===== config.mk =====
export PLATFORM = sky130hd
export DESIGN_NAME = i2c_master_transaction_sequencer
export DESIGN_NICKNAME = d
export VERILOG_FILES = /design/src/i2cmts_pkg.sv /design/src/i2cmts_queue.sv /design/src/i2cmts_core.sv /design/src/i2c_master_transaction_sequencer.sv
export SDC_FILE = /design/constraint.sdc
export NUM_CORES = 1
export LEC_CHECK = 0
export BUFFER_PORTS_ARGS = -buffer_cell sky130_fd_sc_hd__buf_2
export CORE_MARGIN = 5
export CORE_UTILIZATION = 55
export CTS_BUF_LIST = sky130_fd_sc_hd__clkbuf_4
export DETAILED_ROUTE_END_ITERATION = 10
export GPL_TIMING_DRIVEN = 0
export PLACE_DENSITY = 0.83
export SLEW_MARGIN = 20
export SYNTH_ARGS = -nofsm -noshare
export SYNTH_HDL_FRONTEND = slang
export SYNTH_HIERARCHICAL = 1
export SYNTH_SLANG_ARGS = --single-unit

===== constraint.sdc =====
create_clock -name clk -period 7 [get_ports clk]
set_input_delay 1.05 -clock clk [delete_from_list [all_inputs] [get_ports clk]]
set_output_delay 1.05 -clock clk [all_outputs]
set_load 0.02 [all_outputs]

===== src/i2cmts_pkg.sv =====
// shared types and codes for the i2c master transaction sequencer
package i2cmts_pkg;

	// sequencer mode
	typedef enum logic [1:0] {
		MODE_IDLE  = 2'd0,
		MODE_TX    = 2'd1,
		MODE_RADDR = 2'd2,
		MODE_RX    = 2'd3
	} mode_t;

	// input opcodes
	localparam logic OP_QUEUE = 1'b0;
	localparam logic OP_EVENT = 1'b1;

	// bus command codes
	localparam logic [1:0] BUS_NONE   = 2'd0;
	localparam logic [1:0] BUS_STOP   = 2'd1;
	localparam logic [1:0] BUS_RSTART = 2'd2;

	// direction codes
	localparam logic [1:0] DIR_KEEP = 2'd0;
	localparam logic [1:0] DIR_TX   = 2'd1;
	localparam logic [1:0] DIR_RX   = 2'd2;

	// acknowledge codes
	localparam logic [1:0] ACK_KEEP = 2'd0;
	localparam logic [1:0] ACK_ACK  = 2'd1;
	localparam logic [1:0] ACK_NACK = 2'd2;

	// transaction descriptor
	typedef struct packed {
		logic       stop_after;
		logic [7:0] length;
		logic       is_read;
		logic [6:0] address;
	} desc_t;

	// input word
	typedef struct packed {
		logic       opcode;
		logic [6:0] address;
		logic       is_read;
		logic [7:0] length;
		logic       stop_after;
		logic       nack_seen;
		logic [7:0] rx_data;
		logic [7:0] tx_data;
	} in_word_t;

	// result word
	typedef struct packed {
		logic [1:0] bus_cmd;
		logic       data_out_valid;
		logic [7:0] data_out;
		logic [1:0] dir_mode;
		logic [1:0] ack_mode;
		logic       discard_read;
		logic       rx_valid;
		logic [7:0] rx_byte;
		logic [7:0] byte_index;
		logic       done_valid;
		logic       done_nack;
		logic       queue_full;
	} out_word_t;

	// queue control from the core
	typedef struct packed {
		logic push;
		logic pop;
	} queue_ctl_t;

	// queue status to the core
	typedef struct packed {
		logic empty;
		logic full;
	} queue_stat_t;

endpackage


===== src/i2cmts_queue.sv =====
// descriptor fifo with registered head read
module i2cmts_queue import i2cmts_pkg::*; #(
	parameter int QUEUE_DEPTH = 4
) (
	input  logic        clk,
	input  logic        arst_n,
	input  queue_ctl_t  ctl,
	input  desc_t       push_desc,
	output desc_t       head_desc,
	output queue_stat_t stat
);

	localparam int PTR_W = (QUEUE_DEPTH > 1) ? $clog2(QUEUE_DEPTH) : 1;
	localparam int CNT_W = $clog2(QUEUE_DEPTH + 1);
	localparam logic [PTR_W-1:0] LAST_PTR = PTR_W'(QUEUE_DEPTH - 1);
	localparam logic [CNT_W-1:0] FULL_CNT = CNT_W'(QUEUE_DEPTH);

	desc_t            mem [QUEUE_DEPTH];
	desc_t            head_q;
	logic [PTR_W-1:0] head_ptr_q;
	logic [PTR_W-1:0] tail_q;
	logic [CNT_W-1:0] count_q;
	logic [PTR_W-1:0] head_d;
	logic [PTR_W-1:0] tail_d;

	// pointer advance with wrap
	always_comb begin
		head_d = head_ptr_q;
		tail_d = tail_q;
		if (ctl.pop) begin
			head_d = (head_ptr_q == LAST_PTR) ? '0 : head_ptr_q + 1'b1;
		end
		if (ctl.push) begin
			tail_d = (tail_q == LAST_PTR) ? '0 : tail_q + 1'b1;
		end
	end

	// pointers and fill count
	always_ff @(posedge clk or negedge arst_n) begin
		if (!arst_n) begin
			head_ptr_q <= '0;
			tail_q     <= '0;
			count_q    <= '0;
		end else begin
			head_ptr_q <= head_d;
			tail_q     <= tail_d;
			if (ctl.push && !ctl.pop) begin
				count_q <= count_q + 1'b1;
			end else if (ctl.pop && !ctl.push) begin
				count_q <= count_q - 1'b1;
			end
		end
	end

	// storage write
	always_ff @(posedge clk) begin
		if (ctl.push) begin
			mem[tail_q] <= push_desc;
		end
	end

	// registered read of the next head, with write bypass
	always_ff @(posedge clk) begin
		if (ctl.push && (tail_q == head_d)) begin
			head_q <= push_desc;
		end else begin
			head_q <= mem[head_d];
		end
	end

	assign head_desc  = head_q;
	assign stat.empty = (count_q == '0);
	assign stat.full  = (count_q == FULL_CNT);

	a_no_push_full: assert property (@(posedge clk) disable iff (!arst_n)
		stat.full |-> !ctl.push)
		else $error("push into full queue");
	a_no_pop_empty: assert property (@(posedge clk) disable iff (!arst_n)
		stat.empty |-> !ctl.pop)
		else $error("pop from empty queue");
	a_count_range: assert property (@(posedge clk) disable iff (!arst_n)
		count_q <= FULL_CNT)
		else $error("queue count beyond depth");

endmodule


===== src/i2cmts_core.sv =====
// sequencer state and per-word decode
module i2cmts_core import i2cmts_pkg::*; #(
	parameter int MAX_LENGTH = 255
) (
	input  logic        clk,
	input  logic        arst_n,
	input  logic        commit,
	input  in_word_t    word,
	input  desc_t       head_desc,
	input  queue_stat_t qstat,
	output queue_ctl_t  qctl,
	output desc_t       push_desc,
	output out_word_t   result
);

	localparam logic [16:0] MAX_LEN_W = 17'(MAX_LENGTH);

	mode_t      mode_q;
	mode_t      mode_d;
	logic [7:0] bc_q;
	logic [7:0] bc_d;
	desc_t      cur_q;
	desc_t      cur_d;

	desc_t      new_desc;
	desc_t      begin_desc;
	logic       is_ev;
	logic       start_now;
	logic       push;
	logic       drop;
	logic       tx_send;
	logic       finish;
	logic       fin_nack;
	logic       raddr_ok;
	logic       rx_store;
	logic       rx_last;
	logic       rx_nack_next;
	logic       pop;
	logic       do_begin;
	logic [8:0] rx_len;
	logic [8:0] bc_ext;

	// descriptor from the queue word, length clamped
	always_comb begin
		new_desc.address    = word.address;
		new_desc.is_read    = word.is_read;
		new_desc.stop_after = word.stop_after;
		new_desc.length     = word.length;
		if (17'(word.length) > MAX_LEN_W) begin
			new_desc.length = MAX_LEN_W[7:0];
		end
	end

	// decode of the current word against the mode
	always_comb begin
		is_ev     = (word.opcode == OP_EVENT);
		start_now = !is_ev && (mode_q == MODE_IDLE);
		push      = !is_ev && (mode_q != MODE_IDLE) && !qstat.full;
		drop      = !is_ev && (mode_q != MODE_IDLE) && qstat.full;
		bc_ext    = {1'b0, bc_q};
		rx_len    = (cur_q.length == '0) ? 9'd1 : {1'b0, cur_q.length};
		rx_last   = (bc_ext + 9'd1) >= rx_len;
		tx_send   = is_ev && (mode_q == MODE_TX) && (bc_q < cur_q.length) && !word.nack_seen;
		raddr_ok  = is_ev && (mode_q == MODE_RADDR) && !word.nack_seen;
		rx_store  = is_ev && (mode_q == MODE_RX);
		rx_nack_next = rx_store && !rx_last && ((bc_ext + 9'd2) == rx_len);
		finish    = is_ev && (((mode_q == MODE_TX) && !tx_send)
			|| ((mode_q == MODE_RADDR) && word.nack_seen)
			|| ((mode_q == MODE_RX) && rx_last));
		fin_nack  = (mode_q == MODE_RX) ? 1'b0 : word.nack_seen;
		pop       = finish && !qstat.empty;
		do_begin  = start_now || pop;
		begin_desc = start_now ? new_desc : head_desc;
	end

	// next state
	always_comb begin
		mode_d = mode_q;
		bc_d   = bc_q;
		cur_d  = cur_q;
		if (do_begin) begin
			cur_d  = begin_desc;
			bc_d   = '0;
			mode_d = begin_desc.is_read ? MODE_RADDR : MODE_TX;
		end else if (finish) begin
			mode_d = MODE_IDLE;
			bc_d   = '0;
		end else if (tx_send || (rx_store && !rx_last)) begin
			bc_d = bc_q + 8'd1;
		end else if (raddr_ok) begin
			mode_d = MODE_RX;
		end
	end

	// state registers
	always_ff @(posedge clk or negedge arst_n) begin
		if (!arst_n) begin
			mode_q <= MODE_IDLE;
			bc_q   <= '0;
			cur_q  <= '0;
		end else if (commit) begin
			mode_q <= mode_d;
			bc_q   <= bc_d;
			cur_q  <= cur_d;
		end
	end

	// queue control
	assign qctl.push = commit && push;
	assign qctl.pop  = commit && pop;
	assign push_desc = new_desc;

	// result fields
	always_comb begin
		result = '0;
		if (finish) begin
			result.bus_cmd    = (qstat.empty || cur_q.stop_after) ? BUS_STOP : BUS_RSTART;
			result.done_valid = 1'b1;
			result.done_nack  = fin_nack;
		end
		if (do_begin) begin
			result.data_out_valid = 1'b1;
			result.data_out       = {begin_desc.address, begin_desc.is_read};
			result.dir_mode       = DIR_TX;
			result.ack_mode       = (begin_desc.is_read && (begin_desc.length <= 8'd1))
				? ACK_NACK : ACK_ACK;
		end else if (tx_send) begin
			result.data_out_valid = 1'b1;
			result.data_out       = word.tx_data;
		end else if (rx_nack_next) begin
			result.ack_mode = ACK_NACK;
		end
		if (raddr_ok) begin
			result.dir_mode     = DIR_RX;
			result.discard_read = 1'b1;
		end
		result.rx_valid   = rx_store;
		result.rx_byte    = rx_store ? word.rx_data : '0;
		result.byte_index = rx_store ? bc_q : bc_d;
		result.queue_full = drop;
	end

	a_done_has_cmd: assert property (@(posedge clk) disable iff (!arst_n)
		result.done_valid |-> (result.bus_cmd != BUS_NONE))
		else $error("completion without bus command");
	a_idle_bc_zero: assert property (@(posedge clk) disable iff (!arst_n)
		(mode_q == MODE_IDLE) |-> (bc_q == '0))
		else $error("byte counter nonzero while idle");
	a_pop_on_finish: assert property (@(posedge clk) disable iff (!arst_n)
		qctl.pop |-> finish)
		else $error("queue pop outside completion");

endmodule


===== src/i2c_master_transaction_sequencer.sv =====
// A word accepted into the input register is decoded in the next cycle;
// its result word is loaded into the result register once that register has room.
// Throughput: one word per cycle while out_ready holds; the decode is one pass
// and the fifo head is prefetched with a write bypass, so no word waits on another.
// Reset clears mode, byte counter, current descriptor, fifo pointers and the
// valid flags; the fifo storage itself is not cleared.
module i2c_master_transaction_sequencer import i2cmts_pkg::*; #(
	parameter int QUEUE_DEPTH = 4,
	parameter int MAX_LENGTH  = 255
) (
	input  logic      clk,
	input  logic      arst_n,
	input  logic      in_valid,
	output logic      in_ready,
	input  in_word_t  in_word,
	output logic      out_valid,
	input  logic      out_ready,
	output out_word_t out_word
);

	logic        valid_s1;
	in_word_t    word_s1;
	logic        advance;
	out_word_t   result;
	out_word_t   out_q;
	logic        out_valid_q;
	queue_ctl_t  qctl;
	queue_stat_t qstat;
	desc_t       push_desc;
	desc_t       head_desc;

	// handshake
	assign advance  = valid_s1 && (!out_valid_q || out_ready);
	assign in_ready = !valid_s1 || advance;

	// input register
	always_ff @(posedge clk or negedge arst_n) begin
		if (!arst_n) begin
			valid_s1 <= 1'b0;
		end else if (in_ready) begin
			valid_s1 <= in_valid;
		end
	end

	always_ff @(posedge clk) begin
		if (in_ready && in_valid) begin
			word_s1 <= in_word;
		end
	end

	i2cmts_core #(
		.MAX_LENGTH(MAX_LENGTH)
	) u_core (
		.clk      (clk),
		.arst_n   (arst_n),
		.commit   (advance),
		.word     (word_s1),
		.head_desc(head_desc),
		.qstat    (qstat),
		.qctl     (qctl),
		.push_desc(push_desc),
		.result   (result)
	);

	i2cmts_queue #(
		.QUEUE_DEPTH(QUEUE_DEPTH)
	) u_queue (
		.clk      (clk),
		.arst_n   (arst_n),
		.ctl      (qctl),
		.push_desc(push_desc),
		.head_desc(head_desc),
		.stat     (qstat)
	);

	// result register
	always_ff @(posedge clk or negedge arst_n) begin
		if (!arst_n) begin
			out_valid_q <= 1'b0;
		end else if (advance) begin
			out_valid_q <= 1'b1;
		end else if (out_ready) begin
			out_valid_q <= 1'b0;
		end
	end

	always_ff @(posedge clk) begin
		if (advance) begin
			out_q <= result;
		end
	end

	assign out_valid = out_valid_q;
	assign out_word  = out_q;

	a_commit_room: assert property (@(posedge clk) disable iff (!arst_n)
		advance |-> (valid_s1 && (!out_valid_q || out_ready)))
		else $error("result register overwritten");
	a_stall_holds: assert property (@(posedge clk) disable iff (!arst_n)
		(out_valid_q && !out_ready) |=> (out_valid_q && $stable(out_q)))
		else $error("stalled result changed");
	a_queue_exclusive: assert property (@(posedge clk) disable iff (!arst_n)
		!(qctl.push && qctl.pop))
		else $error("push and pop in one cycle");

endmodule


---- Word-level counts from Yosys, hierarchy flattened ----
Memories as Yosys holds them, arrays and structs flattened. A register that Yosys moved wholly into a read port is not among the register bits.
Index checks and enable logic that the tools add are counted.
word-level totals
  RAM bits ................................ 68
  bits of input ports ..................... 39
  output and inout port bits .............. 38
  logic and storage cells ................. 131
  bits in registers ....................... 99
  memories kept ........................... 1
memory list
  memory       depth  width  rd ports  clocked after Yosys merged registers in  wr ports  line                source
  u_queue.mem  4      17     1         1                                        1         i2cmts_queue.sv:18  desc_t mem [QUEUE_DEPTH];
operators by class
  order comparisons ....................... 3
  add/sub/neg operators ................... 7
  reduce and logical (&&, ||, !) cells .... 51
  muxes and demuxes ....................... 31
  equal/unequal tests ..................... 8
  bitwise logic cells ..................... 1
operators with widths
  operator               count
  $mux W8                6
  $mux W2                14
  $logic_and A1 B1 Y1    24
  $mux W17               1
  $logic_not A1 Y1       10
  $add A8 B1 Y9 const B  1
  $add A8 B2 Y9 const B  1
  $eq A9 B9 Y1           1
  $ge A9 B9 Y1           1
  $mux W9                1
  $add A8 B1 Y8 const B  1
  $eq A2 B2 Y1 const B   4
  $le A8 B1 Y1 const B   1
  $logic_not A8 Y1       1
  $lt A8 B8 Y1           1
  $logic_or A1 B1 Y1     7
  $mux W1                7
  $mux W3                2
  $reduce_bool A2 Y1     3
  $add A2 B1 Y2 const B  2
  $add A3 B1 Y3 const B  1
  $eq A3 B3 Y1 const B   1
  $logic_not A3 Y1       1
  $ne A3 B1 Y1 const B   1
  8 further kinds        8

---- Depth between registers and ports, before layout ----
  word-level depth ........................ 14
  mapped depth ............................ 19
  mapped depth without buffers ............ 19

---- By module ----
Netlist, hierarchy kept.
modules (own cells, without submodules)
  module                            instances  sequential area each (µm²)  area an instance (µm²)  cells each
  i2cmts_queue                      1          2,257.2                     2,926.6                 127
  i2cmts_core                       1          475.5                       2,444.8                 298
  i2c_master_transaction_sequencer  1          2,182.1                     2,235.9                 79

---- Least setup slack after synthesis ----
No wires, ideal clock.
  path type ............................... input port to flip-flop
  start ................................... input port out_ready
  end ..................................... register u_queue.count_q[2]
  buffers on the path ..................... 0
  path slack .............................. 2,868 ps
  setup time .............................. 79 ps
  arrival time ............................ 4,053 ps
  data required time ...................... 6,921 ps
  stages .................................. 9
  cells stage by stage .................... nand2b_1 > and2_1 > nor4b_1 > ha_1 > inv_1 > fa_1 > xor2_1 > nor2_1 > xor2_1
RTL lines
  element               line                                    source
  from (decl)           i2c_master_transaction_sequencer.sv:17  input logic out_ready,
  to (signal assigned)  i2cmts_queue.sv:48                      count_q <= count_q + 1'b1;
  to (signal assigned)  i2cmts_queue.sv:50                      count_q <= count_q - 1'b1;
  to (decl)             i2cmts_queue.sv:22                      logic [CNT_W-1:0] count_q;

==> results.yml <==
sta:
  setup_viol: 0
  finalCriticalPeriod_ns: 4.91
  rsz0062_at_grt: "false"
  worst_pin_slew_ns: 0.966
  period_share_pct: 70.1
  fin_setup_tns_ns: 0
  max_freq_ghz: 0.204
  slew_headroom_pct: 35.6
  fin_hold_ws_ns: 0.476
  slew_viol_final: 0
  hold_viol_final: 0
  finClkSkew_ns: 0.0157
cells_and_area:
  area_delta_synth_final_pct: 12.3
  layout-drive-gt1-share_pct: 28.4
  antenna_cells: 0
  fin_nets: 662
  num-fill-cells: 1025
placed_design:
  globalplace.congestion: 0.899
  dpl.hpwl_um: 10200
  port-buffer-count: 76
power:
  switching_share_pct: 33.2
  pwr-share-comb_pct: 30.5
  p_leak_nw: 3.46
  p_per_area_mw_per_mm2: 322
  p_sw_mw: 0.914
  seq_power_share_pct: 48.6
  internal-power_mw: 1.84
  irDropWorstVdd_v: 0.000198
  clkPwrFrac_pct: 20.8
  finalPower_mw: 2.75
clock_tree:
  root_buffer: "clkbuf_4"
  numCtsBuffers: 17
  hold_buffers: 0
  cts_resized: 0
  cts_tree: "built"
  clk_pin_slew_ns: 0.14
  cts_buffer_depth: 2
  post_cts_buffers: 0
  cts_max_level: 4
  clock-sinks: 169
  clock_latency_ns: 0.56
critical_path:
  cp.arrival_ns: 5.37
  startpoint_type: "flop"
  crit_path_end_kind: "flop"
  critPathMaxFanout: 9
  path_class: "flop to flop"
  crit_required_ns: 7.46
synthesis:
  netlist_top_cells_area: "edfxtp_1, dfrtp_1, ha_1"
  syn_area_sq_mm: 0.00761
  yosys_most_used_dff: "edfxtp_1"
  yosysWarnings: 6
  synth_most_common_cell: "edfxtp_1"
  syn_nets: 566
  synth_common_cells: "edfxtp_1, nand2_1, dfrtp_1"
  synth_top_area_share_pct: 54.9
  async_flop_share_pct: 16.6
  ys_seq_area_share_pct: 64.6
  synth_top_cell_by_area: "edfxtp_1"
  synth_cell_type_count: 63
  synth-seq-cells: 169
  synth-edff-count: 139
  avgSynthCellArea_sq_um: 15.1
  syn_inst: 504
global_routing:
  overflow: 0
  grt_max_degree: 36
  antenna_found_initial: 0
  grt_pass1_vias: 4368
  grt.total_usage_pct: 18.1
  grt_pass1_wl_um: 22400
floorplan:
  dieWidth_um: 128
  initial_core_util_pct: 55.4
  core_area_sq_mm: 0.0137
  die_h_um: 128
  dieArea_sq_mm: 0.0163
  rows: 43
  ios: 77
worst_hold_path:
  hp-class: "flop to flop"
routing:
  avgViaCountPerCell: 5.53
  wl_per_cell_um: 17.9
  postRouteWirelength_um: 14200
  firstDrtPassIters: 5
  drc: 0
  final_antenna_net_count: 0
  drtIter0Drc: 296
  vias: 4385
outcome:
  status: "finished clean"
job:
  max-cap-violations: 0
==> metrics by stage <==
step	util (%)	cells	worst slack, ns	cell area, sq um
after floorplan	-	504	2.87	7610
after global placement	59.9	760	2.09	8210
after detailed placement	60.1	761	2.17	8240
after CTS	62.2	793	2.13	8530
after global routing	62.3	793	1.82	8540
final	62.3	793	2.09	8540
==> critical path, stage by stage, from the launching register on <==
cell	delay [ns]
dfrtp_1	0.58
ha_1	0.32
and3_1	0.20
buf_6	0.14
nand3_1	0.19
xnor2_1	0.20
ha_1	0.32
nand3_1	0.11
a221oi_1	0.46
nor2_1	0.11
nor4b_1	0.28
o21ai_0	0.30
nor3b_1	0.49
inv_1	0.10
ha_1	0.24
inv_1	0.08
fa_1	0.41
mux2_2	0.27
==> placed cells by master, fill, tap and decap left out, drive strengths merged, types with 2 or more instances in the layout <==
cell     instances
inv             32
a31oi           10
o22ai            2
a21oi            4
nor3            10
ha              22
and2            15
nor4b            4
o211ai           3
nor2            15
mux2i           21
dfrtp           28
o21ai           21
nand2b           7
a22o             6
buf            115
nand2           36
nor4             3
mux4            17
a21o             4
mux2             5
o2111ai          2
nor3b            6
clkbuf          21
and3             2
nand3           11
xnor2           12
a211o            2
bufinv           2
a32o             4
dfxtp            2
edfxtp         139
clkinv           5
xor2             8
==> state kept, by name, indices dropped and copies added (netlist names), named ones only <==
name	count
u_queue/mem	68
out_word	36
word_s1	35
u_core/cur_q	9
u_core/bc_q	8
u_queue/count_q	3
u_core/mode_q	2
u_queue/head_ptr_q	2
u_queue/tail_q	2
out_valid	1
valid_s1	1
==> cell type report <==
cell class                      instances  area, sq um  share of cell area (%)
Timing Repair Buffer                   77          408                    4.78
Sequential cell                       169         4910                    57.5
Tap cell                              180          225                    2.64
Multi-Input combinational cell        268         2300                    26.9
Clock inverter                         15          165                    1.93
Inverter                               25         93.8                    1.10
Buffer                                 42          310                    3.63
Clock buffer                           17          128                    1.49
==> power by group through the flow <==
| stage | logic, mW | registers [mW] | clock network, mW |
|---|---|---|---|
| 6_report | 0.840 | 1.34 | 0.572 |
| 5_1_grt | 0.922 | 1.35 | 0.636 |
| 4_1_cts | 0.843 | 1.34 | 0.590 |
| 3_5_place_dp | 0.841 | 1.36 | 0 |
| 3_3_place_gp | 0.805 | 1.35 | 0 |
| 2_1_floorplan | 0.594 | 1.38 | 0 |
==> kinds of logic after synthesis <==
kind of cell,count (synthesis),share of synthesized area (%)
AOI/OAI and AO/OA,66,6.50
xor gates and xnor gates,20,2.30
adders and majority gates,23,3.88
buffers and inverters,67,5.31
DFF,169,64.6
muxes,43,8.98
and+or+nand+nor,116,8.42
==> final timing paths <==
check	startpoint	to	slack [ns]	cells after the start
max in group asynchronous	arst_n	u_core/cur_q[13]	6.07	1
max	u_core/bc_q[0]	u_queue/count_q[1]	2.09	17
min	u_queue/head_ptr_q[1]	u_queue/head_ptr_q[1]	0.48	1
max reg2reg	u_core/bc_q[0]	u_queue/count_q[1]	2.09	17
min in group asynchronous	arst_n	u_core/cur_q[14]	0.50	1
min reg2reg	u_queue/head_ptr_q[1]	u_queue/head_ptr_q[1]	0.48	1
==> routing by layer <==
| layer | part of all wire [%] | vias to the layer above | GRT usage, % |
|---|---|---|---|
| li1 | - | 2079 | - |
| met4 | 2.4 | 0 | 7.68 |
| met2 | 51 | 122 | 30.5 |
| met5 | 0 | - | 0 |
| met3 | 4.7 | 26 | 4.43 |
| met1 | 42 | 2158 | 22.5 |
(Power assumes the default switching activity.)
